--- config.mk ---
export PLATFORM = sky130hd
export DESIGN_NAME = ole_cell
export DESIGN_NICKNAME = d
export VERILOG_FILES = /design/src/hw/rtl/ordered_list_engine_assert.svh /design/src/hw/rtl/ole_pkg.sv /design/src/hw/rtl/ole_cell.sv
export SDC_FILE = /design/constraint.sdc
export NUM_CORES = 1
export LEC_CHECK = 0
export BUFFER_PORTS_ARGS = -buffer_cell sky130_fd_sc_hd__buf_2
export CORE_AREA = 2 2 150 152
export CTS_CLUSTER_DIAMETER = 200
export DETAILED_ROUTE_END_ITERATION = 7
export DIE_AREA = 0 0 152 154
export PLACE_DENSITY = 0.73
export SLEW_MARGIN = 20
export SYNTH_ARGS = -nofsm -noshare
export SYNTH_HDL_FRONTEND = slang
export SYNTH_SLANG_ARGS = --single-unit
--- constraint.sdc ---
create_clock -name clk -period 5.53 [get_ports clk]
set_clock_uncertainty 0.1 [all_clocks]
set_input_delay 0.8295 -clock clk [delete_from_list [all_inputs] [get_ports clk]]
set_output_delay 0.8295 -clock clk [all_outputs]
set_load 0.02 [all_outputs]
--- src/hw/rtl/ordered_list_engine_assert.svh ---
// Assertion macros for the ordered list engine.
// Included by the modules that carry concurrent assertions; no other dependencies.
`ifndef ORDERED_LIST_ENGINE_ASSERT_SVH
`define ORDERED_LIST_ENGINE_ASSERT_SVH

`ifndef SYNTHESIS

// Same-cycle implication, checked at every rising edge outside reset
`define OLE_ASSERT_IMP(lbl, clk_s, rst_s, ante, cons, msg) \
  lbl: assert property (@(posedge clk_s) disable iff (rst_s) (ante) |-> (cons)) \
    else $error(msg);

// Next-cycle implication
`define OLE_ASSERT_NXT(lbl, clk_s, rst_s, ante, cons, msg) \
  lbl: assert property (@(posedge clk_s) disable iff (rst_s) (ante) |=> (cons)) \
    else $error(msg);

`else

`define OLE_ASSERT_IMP(lbl, clk_s, rst_s, ante, cons, msg)
`define OLE_ASSERT_NXT(lbl, clk_s, rst_s, ante, cons, msg)

`endif

`endif

--- src/hw/rtl/ole_pkg.sv ---
// Shared types and constants for the ordered list engine.
// No dependencies; imported by ole_cell and ordered_list_engine.
`default_nettype none

package ole_pkg;

  // Default list depth
  localparam int DEPTH_DEFAULT = 16;

  localparam logic signed [31:0] INT_MAX = 32'sh7FFF_FFFF;
  localparam logic signed [31:0] INT_MIN = 32'sh8000_0000;

  localparam int SUM_W = 36;

  typedef enum logic [1:0] {
    MODE_INSERT = 2'd0,
    MODE_REMOVE = 2'd1,
    MODE_SEARCH = 2'd2,
    MODE_CLEAR  = 2'd3
  } mode_t;

  typedef enum logic [1:0] {
    ERR_OK      = 2'd0,
    ERR_FULL    = 2'd1,
    ERR_BAD_POS = 2'd2,
    ERR_EMPTY   = 2'd3
  } err_t;

  // Input item
  typedef struct packed {
    mode_t              mode;
    logic [4:0]         position;
    logic signed [31:0] value;
  } req_t;

  // Result item
  typedef struct packed {
    logic                    found;
    logic [3:0]              found_index;
    logic [4:0]              entry_total;
    logic signed [31:0]      smallest;
    logic signed [31:0]      largest;
    logic signed [SUM_W-1:0] total_sum;
    err_t                    error_code;
  } rsp_t;

  // Shift command broadcast to every cell
  typedef struct packed {
    logic               shift_en;
    logic               insert;
    logic signed [31:0] value;
  } ctl_t;

  // Partial reduction handed from cell to cell
  typedef struct packed {
    logic                    found;
    logic signed [31:0]      smallest;
    logic signed [31:0]      largest;
    logic signed [SUM_W-1:0] total_sum;
  } scan_t;

endpackage

`default_nettype wire

--- src/hw/rtl/ole_cell.sv ---
// One list slot: holds an entry, shifts with its neighbors, and adds its
// entry to the min/max/sum/search partial passed along the chain. Uses ole_pkg.
`default_nettype none

module ole_cell
  import ole_pkg::*;
#(
  parameter int INDEX = 0,
  parameter int IDX_W = $clog2(DEPTH_DEFAULT),
  parameter int POS_W = 5
) (
  input  wire logic               clk,
  input  wire ctl_t               ctl,
  input  wire logic [POS_W-1:0]   pos,
  input  wire logic [POS_W-1:0]   count,
  input  wire logic signed [31:0] search_value,
  input  wire logic signed [31:0] left_data,
  input  wire logic signed [31:0] right_data,
  output logic signed [31:0]      data,
  input  wire scan_t              scan_in,
  input  wire logic [IDX_W-1:0]   idx_in,
  output scan_t                   scan_out,
  output logic [IDX_W-1:0]        idx_out
);

  localparam logic [POS_W-1:0] MY_POS = POS_W'(INDEX);
  localparam logic [IDX_W-1:0] MY_IDX = IDX_W'(INDEX);

  logic                  live;
  scan_t                 scan_next;
  logic [IDX_W-1:0]      idx_next;

  // Entry storage: insert opens a gap at pos, remove closes it
  always_ff @(posedge clk) begin
    if (ctl.shift_en) begin
      if (ctl.insert) begin
        if (MY_POS == pos) begin
          data <= ctl.value;
        end else if (MY_POS > pos) begin
          data <= left_data;
        end
      end else if (MY_POS >= pos) begin
        data <= right_data;
      end
    end
  end

  assign live = (MY_POS < count);

  // Fold this entry into the partial from the left
  always_comb begin
    scan_next = scan_in;
    idx_next  = idx_in;
    if (live) begin
      if ($signed(data) < $signed(scan_in.smallest)) begin
        scan_next.smallest = data;
      end
      if ($signed(data) > $signed(scan_in.largest)) begin
        scan_next.largest = data;
      end
      scan_next.total_sum = scan_in.total_sum + SUM_W'(data);
      if (!scan_in.found && (data == search_value)) begin
        scan_next.found = 1'b1;
        idx_next        = MY_IDX;
      end
    end
  end

  always_ff @(posedge clk) begin
    scan_out <= scan_next;
    idx_out  <= idx_next;
  end

endmodule

`default_nettype wire

Yosys cells after proc, flatten, opt, wreduce, memory -nomap -nowiden. Cells that the tools add are included.

$add $sub $neg: 1. Order comparisons: 5. Eq/ne operators: 2. Mux-type cells: 10. Reductions and logical operators: 5.

Operators by type and width (number): 32-bit 2-to-1 mux (6); 101-bit 2-to-1 mux (1); 36-bit by 32-bit adder with 36-bit output (1); 32-bit == test (1); 32-bit > comparator (1); 32-bit < comparator (1); 4-bit 2-to-1 mux (2); 1-bit by 5-bit greater-or-equal comparator with 1-bit output (first input constant) (1); 1-bit by 5-bit > comparator with 1-bit output (first input constant) (1); 5-bit zero test (1); 1-bit by 5-bit < comparator with 1-bit output (first input constant) (1); 3-bit by 1-bit != test with 1-bit output (second input constant) (1); 3-bit AND reduction (1); 2-bit nonzero test (1); 1-bit logical AND (1); 1-bit zero test (1); 1-bit 2-to-1 mux (1).

Flip-flop bits (word level): 137. Input port bits: 246. Output and inout port bits: 137. Logic and storage cells: 29.

Longest topological paths before layout. Gate-level depths: netlist of run 1.

Depth in word-level cells: 4. Gate-level depth with buffers: 13. Gate-level depth less buffers: 12.

Least setup slack after synthesis of run 1. Ideal clock, no wire load.

Path kind: input port to flip-flop. Start: in scan_in[0] (netlist name). End: reg scan_out[26] (netlist name). Library setup time: 0.121 ns. Data arrival time: 3.393 ns. Data required time: 5.309 ns. Path slack: 1.916 ns. Stages: 12. Buffers on the path: 0. Path through: ha_1 > fa_1 > a21oi_1 > o221ai_2 > a21oi_2 > o21ai_2 > or3_1 > a31o_1 > a221o_2 > a21oi_2 > xnor2_1 > mux2_2.

RTL lines: from (decl) (line ole_cell.sv:20) `input wire scan_t scan_in,`; to (signal assigned) (line ole_cell.sv:70) `scan_out <= scan_next;`; to (decl) (line ole_cell.sv:22) `output scan_t scan_out,`.

==> flow_summary.ini, run 1 <==
[cts]
cts_sinks = 137
cts_setup_buffers = 0
cts_hold_buf = 0
cts_resized = 0
cts_buffers = 17
root_buffer = clkbuf_16
clockBufferDepth = 2
ctsHtreeMaxLevel = 4
clk_pin_slew_ps = 70
worstSkewPairLatency_ps = 430
cts_tree = yes

[run]
drv_cap = 0

[floorplanning]
dieWidth_microns = 152
initial_core_util_pct = 39.5
dieArea_sq_mm = 0.0234
core_area_sq_mm = 0.0217
rows = 54
die-height_microns = 154
io_pins = 383

[detailed_routing]
wl_per_cell_microns = 19.3
drt-initial-drc-count = 375
firstDrtPassIters = 6
vias = 8155
viasPerCell = 5.15
drc_errors = 0
final_antenna_net_count = 0
finalWirelength_microns = 30500

[pwr]
powerDensity_mw_per_mm2 = 258
clockPowerShare_pct = 40.0
power_frac_seq_pct = 38.6
max-vdd-ir-drop_uv = 172
swShare_pct = 30.2
cellInternalPower_w = 0.00205
p_leak_nw = 5.60
p_comb_share_pct = 21.4
p_switching_w = 0.000886

[yosys]
yosys_warnings = 0
synth-xor-area-share_pct = 6.44
synth_top_area_cell = dfxtp_1
synth_top_family_by_area = compound AO/OA/AOI/OAI gates
avgSynthCellArea_sq_um = 9.49
synth_flop_cell = dfxtp_1
synth_compound_area_share_pct = 16.4
synth.top_cells.by_area = dfxtp_1 (25%), ha_1 (14%), edfxtp_1 (11%), mux2_2 (9.1%), a21oi_1 (4.9%)
ys_seq_elements = 137
synth_area_sq_mm = 0.00857
async_reset_ff_share_pct = 0
synth.distinct_cells = 52
synthMuxAreaShare_pct = 12.9
synthAdderAreaFrac_pct = 14.5
synth_top_area_share_pct = 24.5
synthTopCellsByCount = dfxtp_1 (105), ha_1 (98), a21oi_1 (84)
syn_inst = 903
ys_seq_area_share_pct = 35.7
synth_edf_count = 32
yosysMostFrequentCell = dfxtp_1
syn_nets = 1248
synthSimpleGateAreaFrac_pct = 9.50

[placed_design]
io_buffers = 382
placedCellCount = 1544
preCtsSetupSlack_ps = 1460
place.detailed.hpwl_microns = 24200
routabilityCongestion = 0.908

[timing]
rsz0062_at_grt = no
fin_crit_sh_pct = 67.3
relSlewSlack_pct = 39.2
fmax_mhz = 269
setup_viol_count_final = 0
hold_violations = 0
finalWorstSetupSlack_ps = 1810
period_needed_ps = 3720
worst_pin_slew_ps = 903
final.setup.tns_ps = 0
drv_slew = 0

[global_route]
grt_pass1_wl_microns = 45700
grt_max_degree = 71
gr-total-overflow = 0
antenna_found_initial = 4
grt_pass1_vias = 8277
grt_usage_pct = 25.6

[min_path]
min_path_cells = 2
min_to = scan_out[35]$_DFF_P_
hold_class = in2reg
hp-start = scan_in[35]

[critical_path]
r2r_slack_ps = 1810
critical_path_required_ps = 5720
critPathLaunch = data[0]$_DFFE_PP_
reg2reg_from = data[0]$_DFFE_PP_
worstPathMaxFanout = 6
path_class = reg2reg
timing.rr.end = scan_out[34]$_DFF_P_
arrival_ps = 3910
rr_worst_depth = 12
cp-start-kind = flip-flop
critPathCaptureType = flip-flop

[cells_and_area]
drive_gt1_share_pct = 38.5
seq_area_sq_mm = 0.00306
fill_cells = 2022
multi_input_area_sq_mm = 0.00515
final_cell_count_no_fill = 1582
fin_nets = 1629
area_delta_synth_final_pct = 33.1

[run_status]
status = complete, no violations
[layout make-up]
class | instances | area share, %
diodes | 5 | 0.110
clock buffers | 18 | 3.76
clock inverters | 14 | 1.43
inverters | 74 | 2.43
multi-input cells | 667 | 45.2
flip-flops and latches | 137 | 26.8
well taps | 280 | 3.07
repair buffers | 387 | 17.2
[placed cells by master, fill, tap and decap left out, types with 6 or more instances in the layout]
master | netlist | final
mux2i_1 | 33 | 33
a211oi_1 | 6 | 6
inv_1 | 74 | 74
a21o_1 | 32 | 32
o21ai_0 | 57 | 57
nor2_1 | 58 | 55
clkbuf_16 | 0 | 17
nor2b_1 | 8 | 8
nand3_1 | 10 | 10
mux2_2 | 69 | 69
nand2_1 | 51 | 51
o21a_1 | 6 | 6
buf_2 | 1 | 382
edfxtp_1 | 32 | 32
nor4_1 | 7 | 7
ha_1 | 98 | 98
dfxtp_1 | 105 | 105
xnor2_1 | 19 | 19
a21oi_1 | 84 | 84
xor2_1 | 44 | 44
nand4_1 | 15 | 15
[critical path: stages (launching register included)]
cell and delay [ps]:
edfxtp_1 550, ha_1 320, fa_1 440, a21oi_1 190, o221ai_2 170, a21oi_2 250
o21ai_2 120, or3_1 320, a31o_1 250, a221o_2 400, a31oi_1 210, xor2_1 160
o21ai_0 90
[flip-flops by register name, summed over array words and instances (netlist names)]
signal and count:
data 32, idx_out 4, scan_out 101
[power groups by stage]
stage               combinational [W]  clock (W)  sequential, W
finish                       0.000629    0.00118        0.00113
global route                 0.000689    0.00124        0.00114
CTS                          0.000628    0.00119        0.00113
detailed placement           0.000625          0        0.00115
global placement             0.000615          0        0.00115
floorplan                    0.000269          0        0.00125
[stage by stage]
stage	area, sq um	hold slack [ps]	total power, W	util, %
finish	11400	492	0.00294	52.6
global route	11400	483	0.00306	52.6
CTS	11400	482	0.00295	52.5
detailed placement	10800	657	0.00178	49.7
global placement	10800	665	0.00177	49.7
floorplan	8570	641	0.00152	-
[worst max-delay path by stage]
stage,endpoint,slack (ps),depth (start not counted)
2_1_floorplan,scan_out[26]$_DFF_P_,1920,12
3_3_place_gp,scan_out[73]$_DFF_P_,1440,12
3_5_place_dp,scan_out[75]$_DFF_P_,1460,12
4_1_cts,scan_out[75]$_DFF_P_,1650,10
5_1_grt,scan_out[34]$_DFF_P_,1590,12
6_report,scan_out[34]$_DFF_P_,1810,12
[routing by layer]
layer / wire [microns] / global-route usage [%]
met4: 595 / 7.43
met3: 1730 / 5.86
met5: 0 / 0
met2: 15900 / 47.4
met1: 12200 / 29.4
[cell families (layout without fill, tap and decap cells)]
logic type               Yosys count  after routing
AO/OA/AOI/OAI                    229            229
AND/OR/NAND/NOR                  174            174
flip-flops                       137            137
multiplexers                     102            102
adder cells (fa/ha/maj)           99             99
buffers and inverters             99            493
XOR/XNOR                          63             63
other                              0              5
Note: power is estimated with default switching activity, not from simulation.
==> inputs of run 2 (changes only) <==
--- a/config.mk
+++ b/config.mk
@@ -5,12 +5,13 @@
 export SDC_FILE = /design/constraint.sdc
 export NUM_CORES = 1
 export LEC_CHECK = 0
+export ABC_AREA = 1
 export BUFFER_PORTS_ARGS = -buffer_cell sky130_fd_sc_hd__buf_2
-export CORE_AREA = 2 2 150 152
+export CORE_AREA = 2 2 149 151
 export CTS_CLUSTER_DIAMETER = 200
 export DETAILED_ROUTE_END_ITERATION = 7
-export DIE_AREA = 0 0 152 154
-export PLACE_DENSITY = 0.73
+export DIE_AREA = 0 0 151 153
+export PLACE_DENSITY = 0.78
 export SLEW_MARGIN = 20
 export SYNTH_ARGS = -nofsm -noshare
 export SYNTH_HDL_FRONTEND = slang
==> constraint.sdc (replaced) <==
create_clock -name clk -period 3.75 [get_ports clk]
set_clock_uncertainty 0.1 [all_clocks]
set_input_delay 0.5625 -clock clk [delete_from_list [all_inputs] [get_ports clk]]
set_output_delay 0.5625 -clock clk [all_outputs]
set_load 0.02 [all_outputs]
==> flow_summary.ini, run 2 <==
[global_route]
grt_pass1_wl_microns = 56600
grt_usage_pct = 32.3
gr-total-overflow = 0
grt_max_degree = 54
antenna_found_initial = 7
use_met2_pct = 55.2
grt_busiest_layer = met2
grt_pass1_vias = 10300
grtUsageMet3_pct = 6.51
use_met1_pct = 39.4

[timing]
rsz0062_at_grt = no
period_needed_ps = 3270
final.setup.tns_ps = 0
setup_viol_count_final = 0
fmax_mhz = 306
hold_violations = 0
relSlewSlack_pct = 46.1
fin_crit_sh_pct = 87.1
worst_pin_slew_ps = 808
holdWs_ps = 235
drv_slew = 0

[critical_path]
path_class = reg2reg
arrival_ps = 3480
critPathCaptureType = flip-flop
critical_path_required_ps = 3970
rr_worst_depth = 11
worstPathMaxFanout = 33
cp-start-kind = flip-flop

[cts]
clockBufferDepth = 2
cts_sinks = 137
cts_resized = 0
cts_hold_buf = 0
cts_buffers = 17
clk_pin_slew_ps = 70
cts_tree = yes
worstSkewPairLatency_ps = 430
ctsHtreeMaxLevel = 4
cts_setup_buffers = 0
root_buffer = clkbuf_16

[cells_and_area]
fin_nets = 2040
fill_cells = 2079
layout_common_cells = buf_2 (382), nand2_1 (377), inv_1 (123)
area_delta_synth_final_pct = 29.2
multi_input_area_sq_mm = 0.00570
regMostFlops = scan_out
final_common_cell = buf_2
largest_reg_flops = 101
seq_area_sq_mm = 0.00306
design_area_sq_mm = 0.0122
reg.largest.list = scan_out (101), data (32), idx_out (4)
drive_gt1_share_pct = 27.6

[yosys]
yosysMostFrequentCell = nand2_1
synth_top_area_cell = dfxtp_1
synth.distinct_cells = 43
syn_nets = 1668
synthTopCellsByCount = nand2_1 (377), inv_1 (122), dfxtp_1 (105), nor2_1 (105), ha_1 (98)
ys_seq_area_share_pct = 32.4
synth.top_cells.by_area = dfxtp_1 (22%), nand2_1 (15%), ha_1 (13%), edfxtp_1 (10%), nand4_1 (5.1%)
synth_top_area_share_pct = 22.2
synth_area_sq_mm = 0.00946
syn_inst = 1323
async_reset_ff_share_pct = 0
synth_edf_count = 32
ys_seq_elements = 137
avgSynthCellArea_sq_um = 7.15
synth_flop_cell = dfxtp_1
yosys_warnings = 0

[detailed_routing]
firstDrtPassIters = 7
final_antenna_net_count = 0
wl_per_cell_microns = 19.0
drt-initial-drc-count = 782
vias = 10800
finalWirelength_microns = 38000
drc_errors = 0
viasPerCell = 5.43

[placed_design]
place_area_sq_mm = 0.0116
place.detailed.hpwl_microns = 30100
routabilityCongestion = 0.974
io_buffers = 382

[min_path]
min_path_cells = 3
hold_class = in2reg

[floorplanning]
io_pins = 383
rows = 54
dieWidth_microns = 151
dieArea_sq_mm = 0.0231
initial_core_util_pct = 44.0
core_area_sq_mm = 0.0215
die-height_microns = 153

[run]
drv_cap = 0

[pwr]
powerDensity_mw_per_mm2 = 362
power_w = 0.00442
p_leak_nw = 6.40
max-vdd-ir-drop_uv = 232

[run_status]
status = complete, no violations
==> run 2: cell count changes in the layout (fill, tap and decap cells not counted), sizes merged, moves of 14 or more <==
cell | before | now
a31oi | 4 | 34
mux2 | 69 | 0
mux2i | 33 | 0
nand2 | 51 | 392
xnor2 | 19 | 37
nand4 | 15 | 77
nand3 | 10 | 77
xor2 | 44 | 5
buf | 387 | 401
a21o | 34 | 3
nor2 | 58 | 106
nor3 | 4 | 22
inv | 80 | 133
==> run 2: cell families (layout without fill, tap and decap cells) <==
group | after synthesis | after routing | share of synthesized area, %
buffers and inverters | 172 | 557 | 7.51
AO/OA/AOI/OAI | 177 | 177 | 10.3
other | 0 | 8 | 0
AND/OR/NAND/NOR | 696 | 696 | 32.7
flip-flops | 137 | 137 | 32.4
adder cells (fa/ha/maj) | 99 | 99 | 13.2
XOR/XNOR | 42 | 42 | 3.89
==> run 2: worst paths after layout <==
| path | slack (ps) | to | startpoint |
|---|---|---|---|
| worst max register to register | 480 | scan_out[97]$_DFF_P_ | data[31]$_DFFE_PP_ |
| worst max-delay path | 480 | scan_out[97]$_DFF_P_ | data[31]$_DFFE_PP_ |
| worst min-delay path | 240 | scan_out[57]$_DFF_P_ | scan_in[57] |
| worst min register to register | 610 | scan_out[71]$_DFF_P_ | data[3]$_DFFE_PP_ |
==> run 2: power breakdown <==
part           leakage [nW]  switching (W)  internal, W
clock network         0.283       0.000746     0.000927
logic                  4.94       0.000670     0.000388
registers              1.18      0.0000503      0.00164
total                  6.40        0.00147      0.00296
==> run 2: layout make-up <==
type | instances | area share, %
Multi-Input combinational cell | 1014 | 46.7
Sequential cell | 137 | 25.1
Timing Repair Buffer | 401 | 16.8
Inverter | 124 | 3.81
Clock buffer | 17 | 3.48
Tap cell | 280 | 2.87
Clock inverter | 15 | 1.14
Antenna cell | 8 | 0.164
==> run 2: through the flow <==
| stage | std cells | utilization [%] | setup WS [ps] |
|---|---|---|---|
| 4_1_cts | 1988 | 56.8 | 545 |
| 6_report | 1996 | 56.9 | 484 |
| 5_1_grt | 1994 | 56.9 | 311 |
| 3_5_place_dp | 1956 | 54.2 | 560 |
| 3_3_place_gp | 1956 | 54.2 | 639 |
| 2_1_floorplan | 1323 | - | 472 |
==> run 2: metal layers <==
layer / vias to the layer above / share of wire (%)
li1: 5204 / -
met1: 4955 / 39
met2: 591 / 48
met3: 97 / 9.0
met4: 0 / 3.9
met5: - / 0
==> run 2: critical path: stages (launching register included) <==
cell and delay (ps):
edfxtp_1 870, ha_1 440, nand4_1 140, inv_1 70, nand2_2 90, inv_1 60, a21oi_2 220, nand2_2 100
nand2_4 320, nand3_4 470, nand2_1 190, nand2_1 60
